[config.mk]
export PLATFORM = sky130hd
export DESIGN_NAME = tmse_ctrl
export DESIGN_NICKNAME = d
export VERILOG_FILES = /design/src/hdl/tmse_pkg.sv /design/src/hdl/tmse_ctrl.sv
export SDC_FILE = /design/constraint.sdc
export NUM_CORES = 1
export LEC_CHECK = 0
export BUFFER_PORTS_ARGS = -buffer_cell sky130_fd_sc_hd__buf_2
export CORE_AREA = 8 8 45 47
export DETAILED_ROUTE_END_ITERATION = 12
export DIE_AREA = 0 0 53 55
export HOLD_SLACK_MARGIN = 0.1
export PLACE_DENSITY_LB_ADDON = 0.12
export SLEW_MARGIN = 20
export SYNTH_ARGS = -nofsm -noshare
export SYNTH_HDL_FRONTEND = slang
export SYNTH_SLANG_ARGS = --single-unit
[constraint.sdc]
create_clock -name clk -period 1 [get_ports clk]
set_input_delay 0 -clock clk [delete_from_list [all_inputs] [get_ports clk]]
set_output_delay 0 -clock clk [all_outputs]
set_load 0.1 [all_outputs]
[src/hdl/tmse_pkg.sv]
// Package for the Turing machine step engine: command codes, register
// indexes, payload and rule structs, controller/datapath handshake structs.
// No dependencies.
`default_nettype none

package tmse_pkg;

  // command codes
  localparam logic [2:0] CMD_LOAD    = 3'd0;
  localparam logic [2:0] CMD_TAPE_WR = 3'd1;
  localparam logic [2:0] CMD_START   = 3'd2;
  localparam logic [2:0] CMD_STEP    = 3'd3;
  localparam logic [2:0] CMD_TAPE_RD = 3'd4;

  // configuration register indexes
  localparam logic [1:0] CFG_RULE_COUNT  = 2'd0;
  localparam logic [1:0] CFG_START_STATE = 2'd1;
  localparam logic [1:0] CFG_START_HEAD  = 2'd2;

  localparam int CFG_IDX_W  = 2;
  localparam int CFG_DATA_W = 8;

  typedef struct packed {
    logic [2:0] cmd;
    logic [5:0] rule_index;
    logic [5:0] rule_from_state;
    logic [7:0] rule_read_symbol;
    logic [5:0] rule_next_state;
    logic [7:0] rule_write_symbol;
    logic       rule_move_right;
    logic [7:0] tape_address;
    logic [7:0] tape_symbol;
  } tmse_in_t;

  typedef struct packed {
    logic [5:0] machine_state;
    logic [7:0] head_position;
    logic [7:0] written_symbol;
    logic       halted;
    logic       head_out_of_range;
  } tmse_out_t;

  typedef struct packed {
    logic [5:0] from_state;
    logic [7:0] read_symbol;
    logic [5:0] next_state;
    logic [7:0] write_symbol;
    logic       move_right;
  } tmse_rule_t;

  // controller -> datapath
  typedef struct packed {
    logic capture;     // register the accepted item
    logic exec;        // load rule, write tape, start run
    logic tape_rd;     // issue tape read (head or tape_address)
    logic scan_start;  // latch symbol, clear scan counter
    logic scan_run;    // advance the rule scan
    logic fire;        // apply the matching rule
    logic nomatch;     // scan exhausted, halt
    logic report;      // load result register
  } tmse_ctl_t;

  // datapath -> controller
  typedef struct packed {
    logic [2:0] op;
    logic       halted;
    logic       match;
    logic       scan_end;
  } tmse_sts_t;

endpackage

`default_nettype wire

[src/hdl/tmse_ctrl.sv]
// Sequencer for the Turing machine step engine.
// Depends on tmse_pkg.
`default_nettype none

module tmse_ctrl
  import tmse_pkg::*;
(
  input  wire logic      clk,
  input  wire logic      rst_n,
  input  wire logic      start,
  output logic           busy,
  output logic           out_valid,
  input  wire tmse_sts_t sts,
  output tmse_ctl_t      ctl
);

  typedef enum logic [4:0] {
    ST_IDLE      = 5'b00001,
    ST_DECODE    = 5'b00010,
    ST_TAPE_WAIT = 5'b00100,
    ST_SCAN      = 5'b01000,
    ST_SPARE     = 5'b10000
  } state_t;

  state_t state_r, state_nxt;
  logic   out_valid_r;

  always_comb begin
    state_nxt = state_r;
    ctl       = '0;
    case (state_r)
      ST_IDLE: begin
        if (start) begin
          ctl.capture = 1'b1;
          state_nxt   = ST_DECODE;
        end
      end
      ST_DECODE: begin
        if (sts.op == CMD_STEP) begin
          if (sts.halted) begin
            ctl.report = 1'b1;
            state_nxt  = ST_IDLE;
          end else begin
            ctl.tape_rd = 1'b1;
            state_nxt   = ST_TAPE_WAIT;
          end
        end else if (sts.op == CMD_TAPE_RD) begin
          ctl.tape_rd = 1'b1;
          state_nxt   = ST_TAPE_WAIT;
        end else begin
          // load, tape write, start, and unknown codes finish here
          ctl.exec   = 1'b1;
          ctl.report = 1'b1;
          state_nxt  = ST_IDLE;
        end
      end
      ST_TAPE_WAIT: begin
        if (sts.op == CMD_STEP) begin
          ctl.scan_start = 1'b1;
          state_nxt      = ST_SCAN;
        end else begin
          ctl.report = 1'b1;
          state_nxt  = ST_IDLE;
        end
      end
      ST_SCAN: begin
        ctl.scan_run = 1'b1;
        if (sts.match) begin
          ctl.fire   = 1'b1;
          ctl.report = 1'b1;
          state_nxt  = ST_IDLE;
        end else if (sts.scan_end) begin
          ctl.nomatch = 1'b1;
          ctl.report  = 1'b1;
          state_nxt   = ST_IDLE;
        end
      end
      default: begin
        state_nxt = ST_IDLE;
      end
    endcase
  end

  always_ff @(posedge clk) begin
    if (!rst_n) begin
      state_r     <= ST_IDLE;
      out_valid_r <= 1'b0;
    end else begin
      state_r     <= state_nxt;
      out_valid_r <= ctl.report;
    end
  end

  assign busy      = (state_r != ST_IDLE);
  assign out_valid = out_valid_r;

  a_strobe_after_work: assert property (@(posedge clk) disable iff (!rst_n)
    out_valid_r |-> $past(state_r != ST_IDLE))
    else $error("result strobe without a command in progress");

  a_accept_decodes: assert property (@(posedge clk) disable iff (!rst_n)
    (state_r == ST_IDLE && start) |=> (state_r == ST_DECODE))
    else $error("accepted command not decoded");

  a_match_reports: assert property (@(posedge clk) disable iff (!rst_n)
    (state_r == ST_SCAN && sts.match) |=> (out_valid_r && state_r == ST_IDLE))
    else $error("rule match did not produce a result");

endmodule

`default_nettype wire

Word-level counts from Yosys, hierarchy flattened
Cells that the tools add are included.
{ "op_classes": {"eq_ne": 9, "muxes": 27, "n_reduce_logical": 1} }
{ "ops": {"columns": ["cell", "n"], "rows": [
  ["2-to-1 mux 5 bit", 4],
  ["one-hot mux 5 bit (4 select lines)", 1],
  ["2-to-1 mux 1 bit", 15],
  ["2-to-1 mux 3 bit", 3],
  ["equality test 5 x 1 -> 1 bit, second input constant", 1],
  ["equality test 5 x 2 -> 1 bit, second input constant", 1],
  ["equality test 5 x 3 -> 1 bit, second input constant", 1],
  ["equality test 5 x 4 -> 1 bit, second input constant", 1],
  ["!= test 5 x 1 -> 1 bit, second input constant", 1],
  ["2-to-1 mux 2 bit", 2],
  ["2-to-1 mux 4 bit", 1],
  ["equality test 3 x 2 -> 1 bit, second input constant", 1],
  ["equality test 3 bit, second input constant", 1],
  ["!= test 3 bit, second input constant", 1],
  ["one-hot mux 1 bit (3 select lines)", 1],
  ["!= test 2 bit, second input constant", 1],
  ["AND reduction 2 bit", 1]
]} }
{ "word_totals": {"regBits": 6, "input_bits": 9, "output_inout_bits": 10, "word_cells": 39} }

Logic depth before layout (Yosys ltp)
Gate-level depths: netlist of run 1.
{ "depth": {"depth_word": 4, "depth_mapped": 5, "depth_no_buf": 5} }

Least setup slack after synthesis of run 1
OpenSTA, ideal clock, no wires.
{ "synth_path": {"path_kind": "reg2reg", "from": "register state_r[1]", "to": "register out_valid_r (netlist: out_valid)", "setup_time_ns": 0.066, "arrival_time_ns": 3.645, "required_ns": 0.934, "slack_ns": -2.712, "path_stages_with_launch": 5, "n_path_buf": 0, "period_less_slack_ns": 3.712, "path_cell_list": "dfxtp_1 -> nor4b_2 -> o21ai_1 -> o21ai_1 -> and2_1"} }
{ "synth_rtl": {"columns": ["element", "line_no", "rtl"], "rows": [
  ["start, declared", "tmse_ctrl.sv:25", "state_t state_r, state_nxt;"],
  ["start signal, assigned", "tmse_ctrl.sv:89", "state_r <= state_nxt;"],
  ["end signal, assigned", "tmse_ctrl.sv:90", "out_valid_r <= ctl.report;"],
  ["end, declared", "tmse_ctrl.sv:26", "logic out_valid_r;"]
]} }

==> flow_summary.toml, run 1 <==
[die]
start_util = 0.2170
core-area_um2 = 1384
io_pins = 19
rows = 14
die_width_um = 53
dieArea_um2 = 2915
die-height_um = 55

[drt]
dr.pass1.iters = 2
drt_iter0_drc = 1
drc = 0
dr_total_vias = 357
via_per_inst = 4.301
routed_wl_um = 945
wl_per_cell_um = 11.39
final_antenna_net_count = 0

[critical_path]
path_class = "reg2out"
ff2ff_path_depth = 6
required_ns = 1.00
startpoint_type = "flip-flop"
worstPathMaxFanout = 5
end_kind = "primary output"
crit_arrival_ns = 1.48

[clock_tree]
cts.path.max_buffers = 2
clk_pin_slew_ns = 0.04
htree_levels = 1
cts_root_buffer = "clkbuf_4"
cts-buffers-inserted = 3
clk_latency_ns = 0.24
tritoncts = "built"
cts.sinks = 5

[global_route]
antenna_found_initial = 0
grt_usage = 0.08365
grt_max_degree = 6
grt_pass1_vias = 436
grt_pass1_wl_um = 1725
grt-ovfl-total = 0

[finish]
drive_above_1_share = 0.7612
nFillCells = 142
diodes = 0
final_nets = 77
seq_area_um2 = 103.9
final_cell_mix = "buf_12, buf_2, buf_4"
final_cells = 83
mostFrequentLayoutCell = "buf_12"
areaGrowthSynthToFinish_pct = 147.5
multi_input_area_um2 = 234.0
postLayoutCellArea_um2 = 743.2

[timing]
setup_ws_ns = -0.4813
slew_headroom = 0.7396
fin_crit_sh = 1.481
maxSlewViolCount = 0
worst_pin_slew_ns = 0.3895
period_minus_slack_ns = 1.481
fin_worst_skew_ns = 0.003521
rsz0062_at_grt = "true"
hold_violations = 0
fmax_ghz = 0.6751
setup_viol = 14

[hold_path]
hold_class = "in2reg"
whs_path_depth = 4

[yosys]
synth.avg_cell_area_um2 = 9.100
syn_inst = 33
synth_edf_count = 0
synth-seq-cells = 5
synth_sequential_area_ratio = 0.3333
synthArstFlopShare = 0
syn-num-nets = 42
ys_types = 19
synth_top_flop_cell = "dfxtp_1"
yosysWarnings = 0
synth_area_um2 = 300.3

[placement]
dpl-instance-area_um2 = 638.1
dpl.cell_count = 74
portBuffers = 18
place_ws_ns = -0.3556
place_congestion = 0.7115

[job]
maxCapViolCount = 0

[status]
status = "finished with violations"
violations = "negative setup slack"

[power]
p_leak_nw = 0.3097
power.density_nw_per_um2 = 863.2
ir_drop_uv = 449.7
path summary, 6_finish.rpt:
check,start,endpoint,slack [ns]
max reg2reg,state_r[1],state_r[0],-0.37
min,sts[1],state_r[3],0.10
min reg2reg,state_r[1],state_r[1],0.75
max,state_r[2],ctl[1],-0.48
synthesized netlist by cell type (2+ instances only):
cell,n,area (um2)
and3_1,3,18.77
nor4b_2,3,45.04
o21ai_1,3,15.01
and2_1,4,25.02
dfxtp_1,5,100.1
a21oi_1,2,10.01
per-layer routing:
layer | global-route usage | share of wire | vias to the layer above
met1 | 0.07306 | 0.36 | 161
met5 | 0 | 0 | -
li1 | - | - | 186
met2 | 0.1406 | 0.57 | 10
met3 | 0.04011 | 0.068 | 0
met4 | 0.07759 | 0 | 0
per-stage QoR:
step | setup TNS, ns | util | total power [mW] | hold WS, ns
2_1_floorplan | -7.885 | - | 0.3291 | 0.1273
3_3_place_gp | -2.992 | 0.4611 | 0.3956 | 0.2650
3_5_place_dp | -3.125 | 0.4611 | 0.3979 | 0.2667
4_1_cts | -5.084 | 0.5371 | 0.6495 | 0.1035
5_1_grt | -6.173 | 0.5371 | 0.6803 | 0.1258
6_report | -4.965 | 0.5371 | 0.6416 | 0.1015
area by class of cell:
cell class | count | area share
tap | 16 | 0.02694
inverter | 2 | 0.01515
timing repair buffer | 31 | 0.4680
multi-input combinational | 25 | 0.3148
sequential | 5 | 0.1397
clock buffer | 4 | 0.03535
logic make-up after synthesis:
logic type             synth area share
AND/OR/NAND/NOR                  0.4875
AO/OA/AOI/OAI                    0.1291
flip-flops                       0.3333
buffers and inverters           0.04999
critical path, stage by stage, from the launching register on:
cell     delay, ns
dfxtp_2       0.33
buf_6         0.12
nor4b_4       0.25
buf_4         0.17
and3b_2       0.20
buf_12        0.17
flip-flops by register name, indices dropped and copies added (netlist names):
name       count
state_r        4
out_valid      1
repair_timing:
| item | in CTS | in global routing |
|---|---|---|
| cloned | 0 | 0 |
| hold endpoints to repair | 4 | 0 |
| pin swaps | 4 | 2 |
| buffers inserted | 2 | 0 |
| setup endpoints to repair | 14 | 14 |
| gates resized for setup | 10 | 0 |
| hold buffers | 3 | 0 |
power by group:
group / total (mW) / switching [mW] / leakage, nW / internal (mW)
clock: 0.229 / 0.0788 / 0.0150 / 0.151
combinational: 0.200 / 0.121 / 0.253 / 0.0792
sequential: 0.212 / 0.00485 / 0.0413 / 0.207
total: 0.642 / 0.205 / 0.310 / 0.437
Note: power is estimated with default switching activity, not from simulation.
==> run 2, diff against run 1 <==
clock period = 1.86 ns   (was 1 ns; I/O delays follow)
==> flow_summary.toml, run 2 (synthesis results as in run 1) <==
[power]
p_leak_nw = 0.2407
switching_power_mw = 0.1038
internal_power_mw = 0.2165
total_power_mw = 0.3203
swShare = 0.3241
seqPwrFrac = 0.361
ir_drop_uv = 373.1
power_frac_comb = 0.256
clkPwrFrac = 0.383
power.density_nw_per_um2 = 636.7

[timing]
whs_ns = 0.1043
fin_worst_skew_ns = 0.001769
maxSlewViolCount = 0
finalSetupTns_ns = 0
worst_pin_slew_ns = 0.4881
setup_viol = 0
fmax_ghz = 0.6009
rsz0062_at_grt = "false"
fin_crit_sh = 0.8947
period_minus_slack_ns = 1.664
hold_violations = 0
slew_headroom = 0.6769

[critical_path]
path_class = "reg2out"
startpoint_type = "flip-flop"
crit_arrival_ns = 1.66
ff2ff_path_depth = 4
worst_path_largest_cell_delay_ns = 0.42
end_kind = "primary output"
cp_slowest_cell = "buf_2"
cp_cell_sequence = "nor4b_2, and3_1, buf_2"
reg2reg_from = "state_r[1]"
reg2reg_to = "out_valid"
required_ns = 1.86
worstPathMaxFanout = 5
rrSetupSlack_ns = 0.47

[clock_tree]
cts_setup_buffers = 0
cts-hold-fix-buffers = 3
cts-buffers-inserted = 3
htree_levels = 1
cts.path.max_buffers = 2
clk_latency_ns = 0.24
cts.sinks = 5
ctsResizeCount = 0
tritoncts = "built"
cts_root_buffer = "clkbuf_4"
clk_pin_slew_ns = 0.04

[global_route]
grt_usage = 0.06335
grt_pass1_wl_um = 1338
grt_max_degree = 6
grt_pass1_vias = 330
grt-ovfl-total = 0
antenna_found_initial = 0

[placement]
hpwl_um = 666.5
dpl.cell_count = 66
portBuffers = 18
dpl-instance-area_um2 = 446.7
place_congestion = 0.6225

[job]
maxCapViolCount = 0

[finish]
drive_above_1_share = 0.5789
diodes = 0
mostFrequentLayoutCell = "buf_2"
largest_register = "state_r"
postLayoutCellArea_um2 = 503.0
final_cells = 73
areaGrowthSynthToFinish_pct = 67.50
largest_reg_flops = 4
final_nets = 67

[die]
core-area_um2 = 1384
die-height_um = 55
rows = 14
die_width_um = 53
dieArea_um2 = 2915
io_pins = 19
start_util = 0.2170

[drt]
via_per_inst = 4.247
dr_total_vias = 310
topRoutingLayerUsed = "met3"
wl_met2_um = 351
wl_per_cell_um = 10.90
drt_iter0_drc = 2
dr.pass1.iters = 2
final_antenna_net_count = 0
drc = 0
met3_length_um = 63
routed_wl_um = 796
drt-met1-wl_um = 382

[status]
status = "finished clean"

[hold_path]
hold_end = "state_r[3]"
hold_class = "in2reg"
hp-start = "sts[0]"
whs_path_depth = 4
==> run 2: cell count changes in the layout (fill, tap and decap cells not counted), moves of 2 or more <==
| cell | change |
|---|---|
| and3_4 | -2 |
| a21oi_1 | +2 |
| buf_12 | -8 |
| buf_4 | -7 |
| and2_4 | -2 |
| a21oi_2 | -2 |
| and2_1 | +2 |
| buf_2 | +9 |
| buf_6 | -4 |
| and3_1 | +2 |
==> run 2: final cells by class <==
cell class | count | area, um2
Fill cell | 141 | 880.8
Multi-Input combinational cell | 25 | 211.5
Timing Repair Buffer | 21 | 135.1
Sequential cell | 5 | 102.6
Clock buffer | 4 | 26.28
Tap cell | 16 | 20.02
Inverter | 2 | 7.507
==> run 2: worst max-delay path by stage <==
stage | slack [ns] | cells after the start | start | to
floorplan | -0.43 | 4 | state_r[0] | out_valid
global placement | 0.38 | 3 | state_r[1] | ctl[6]
detailed placement | 0.44 | 3 | state_r[1] | ctl[6]
CTS | 0.18 | 3 | state_r[1] | ctl[6]
global route | 0.08 | 3 | state_r[1] | ctl[6]
finish | 0.20 | 3 | state_r[1] | ctl[6]
==> run 2: critical path, delay by kind of cell, from the launching register on <==
family	cells	cell delay, ns
simple gates	2	0.60
buf+inv	1	0.42
flops	1	0.41
==> run 2: per-layer routing <==
| layer | global-route usage | vias to the layer above |
|---|---|---|
| met4 | 0.03879 | 0 |
| li1 | - | 168 |
| met3 | 0.04011 | 0 |
| met2 | 0.09570 | 10 |
| met1 | 0.06525 | 132 |
| met5 | 0 | - |
==> run 2: power groups by stage <==
stage / sequential, mW / clock (mW) / combinational (mW)
global route: 0.116 / 0.139 / 0.0866
floorplan: 0.119 / 0 / 0.0558
detailed placement: 0.118 / 0 / 0.0777
CTS: 0.116 / 0.130 / 0.0826
finish: 0.116 / 0.123 / 0.0820
global placement: 0.118 / 0 / 0.0782
==> run 2: through the flow <==
| stage | worst slack (ns) | util |
|---|---|---|
| floorplan | -0.4305 | - |
| global placement | 0.3836 | 0.3228 |
| detailed placement | 0.4358 | 0.3228 |
| CTS | 0.1759 | 0.3635 |
| global route | 0.08187 | 0.3635 |
| finish | 0.1959 | 0.3635 |
==> run 3, diff against run 2 <==
==> constraint.sdc (replaced) <==
create_clock -name clk -period 1.86 [get_ports clk]
set_input_delay 0.186 -clock clk [delete_from_list [all_inputs] [get_ports clk]]
set_output_delay 0.186 -clock clk [all_outputs]
set_load 0.1 [all_outputs]
==> flow_summary.toml, run 3 (synthesis results as in run 1) <==
[status]
status = "finished clean"

[critical_path]
worst_path_largest_cell_delay_ns = 0.42
end_kind = "primary output"
path_delay_family = "simple AND/OR/NAND/NOR gates"
ff2ff_path_depth = 4
startpoint_type = "flip-flop"
worstPathMaxFanout = 4
reg2reg_from = "state_r[1]"
crit_buf_inv = 1
rrSetupSlack_ns = 0.52
cp_slowest_cell = "buf_2"
cp_cell_sequence = "nor4b_2, and2_1, buf_2"
path_class = "reg2out"
required_ns = 1.67
crit_arrival_ns = 1.57
reg2reg_to = "out_valid"

[global_route]
grt_pass1_wl_um = 1193
grt_max_degree = 6
grt-ovfl-total = 0
antenna_found_initial = 0
grt_usage = 0.05731
grt_pass1_vias = 307

[finish]
final_cell_mix = "buf_2, buf_12"
largest_reg_flops = 4
multi_input_area_um2 = 230.2
largest_register = "state_r"
drive_above_1_share = 0.6296
postLayoutCellArea_um2 = 566.8
nFillCells = 141
seq_area_um2 = 102.6
diodes = 0
final_nets = 64
areaGrowthSynthToFinish_pct = 88.75
mostFrequentLayoutCell = "buf_2"

[hold_path]
hold_class = "in2reg"
whs_path_depth = 2
hp-start = "rst_n"
hold_end = "out_valid"

[drt]
drt_iter0_drc = 5
routed_wl_um = 800
drc = 0
dr.pass1.iters = 4
wl_per_cell_um = 11.43
via_per_inst = 4.500
dr_total_vias = 315
final_antenna_net_count = 0

[timing]
maxSlewViolCount = 0
slew_headroom = 0.6764
fmax_ghz = 0.5680
setup_viol = 0
period_minus_slack_ns = 1.761
hold_violations = 0
fin_crit_sh = 0.9466
worst_pin_slew_ns = 0.4888
fin_worst_skew_ns = 0.005014

[clock_tree]
cts.path.max_buffers = 2
cts-buffers-inserted = 3
cts-hold-fix-buffers = 0
htree_levels = 1
clk_latency_ns = 0.24
clk_pin_slew_ns = 0.04
cts_root_buffer = "clkbuf_4"
cts.sinks = 5
tritoncts = "built"

[placement]
portBuffers = 18
place_congestion = 0.6919
dpl-instance-area_um2 = 525.5
hpwl_um = 690.6

[die]
die-height_um = 55
dieArea_um2 = 2915
io_pins = 19
start_util = 0.2170
die_width_um = 53
core-area_um2 = 1384
rows = 14

[power]
p_leak_nw = 0.2403
power.density_nw_per_um2 = 562.3
ir_drop_uv = 374.9
total_power_mw = 0.3187

[job]
maxCapViolCount = 0
run 3: cell types whose count changed in the layout (fill, tap and decap cells not counted), sizes merged:
cell,before,now
dlygate4sd3,3,0
run 3: cell type report:
type / count / share of cell area
inverters: 2 / 0.01325
flip-flops and latches: 5 / 0.1810
repair buffers: 18 / 0.3179
well taps: 16 / 0.03532
multi-input cells: 25 / 0.4062
clock buffers: 4 / 0.04636
run 3: routing by layer:
metal  GRT usage  wire length (um)
met4     0.03879                 0
met5           0                 0
met2     0.08398               374
met3     0.04011                69
met1     0.05758               356
run 3: metrics by stage:
step	TNS (ns)	setup slack, ns	hold WS (ns)	cells	util
3_3_place_gp	0	0.2784	0.4717	66	0.3797
6_report	0	0.09938	0.2096	70	0.4096
4_1_cts	0	0.004448	0.2091	70	0.3987
2_1_floorplan	-1.931	-0.4455	0.3077	33	-
5_1_grt	-0.01662	-0.01662	0.2116	70	0.4096
3_5_place_dp	0	0.2709	0.4553	66	0.3797
run 3: how the worst max path moves through the flow:
| stage | startpoint | to | cells after the start |
|---|---|---|---|
| finish | state_r[1] | ctl[7] | 3 |
| global route | state_r[1] | ctl[0] | 4 |
| CTS | state_r[1] | ctl[0] | 4 |
| detailed placement | state_r[1] | ctl[0] | 4 |
| global placement | state_r[1] | ctl[0] | 4 |
| floorplan | state_r[0] | ctl[1] | 2 |
run 3: what timing repair did:
item                       4_1_cts  5_1_grt
setup buffers                    0        0
resized for setup                0        2
setup endpoints to repair        0        1
run 3: report_power, final:
| group | internal [mW] | total, mW | switching [mW] | leakage [nW] |
|---|---|---|---|---|
| combinational | 0.0229 | 0.0798 | 0.0570 | 0.184 |
| clock | 0.0809 | 0.122 | 0.0409 | 0.0150 |
| sequential | 0.111 | 0.117 | 0.00596 | 0.0409 |
| total | 0.215 | 0.319 | 0.104 | 0.240 |
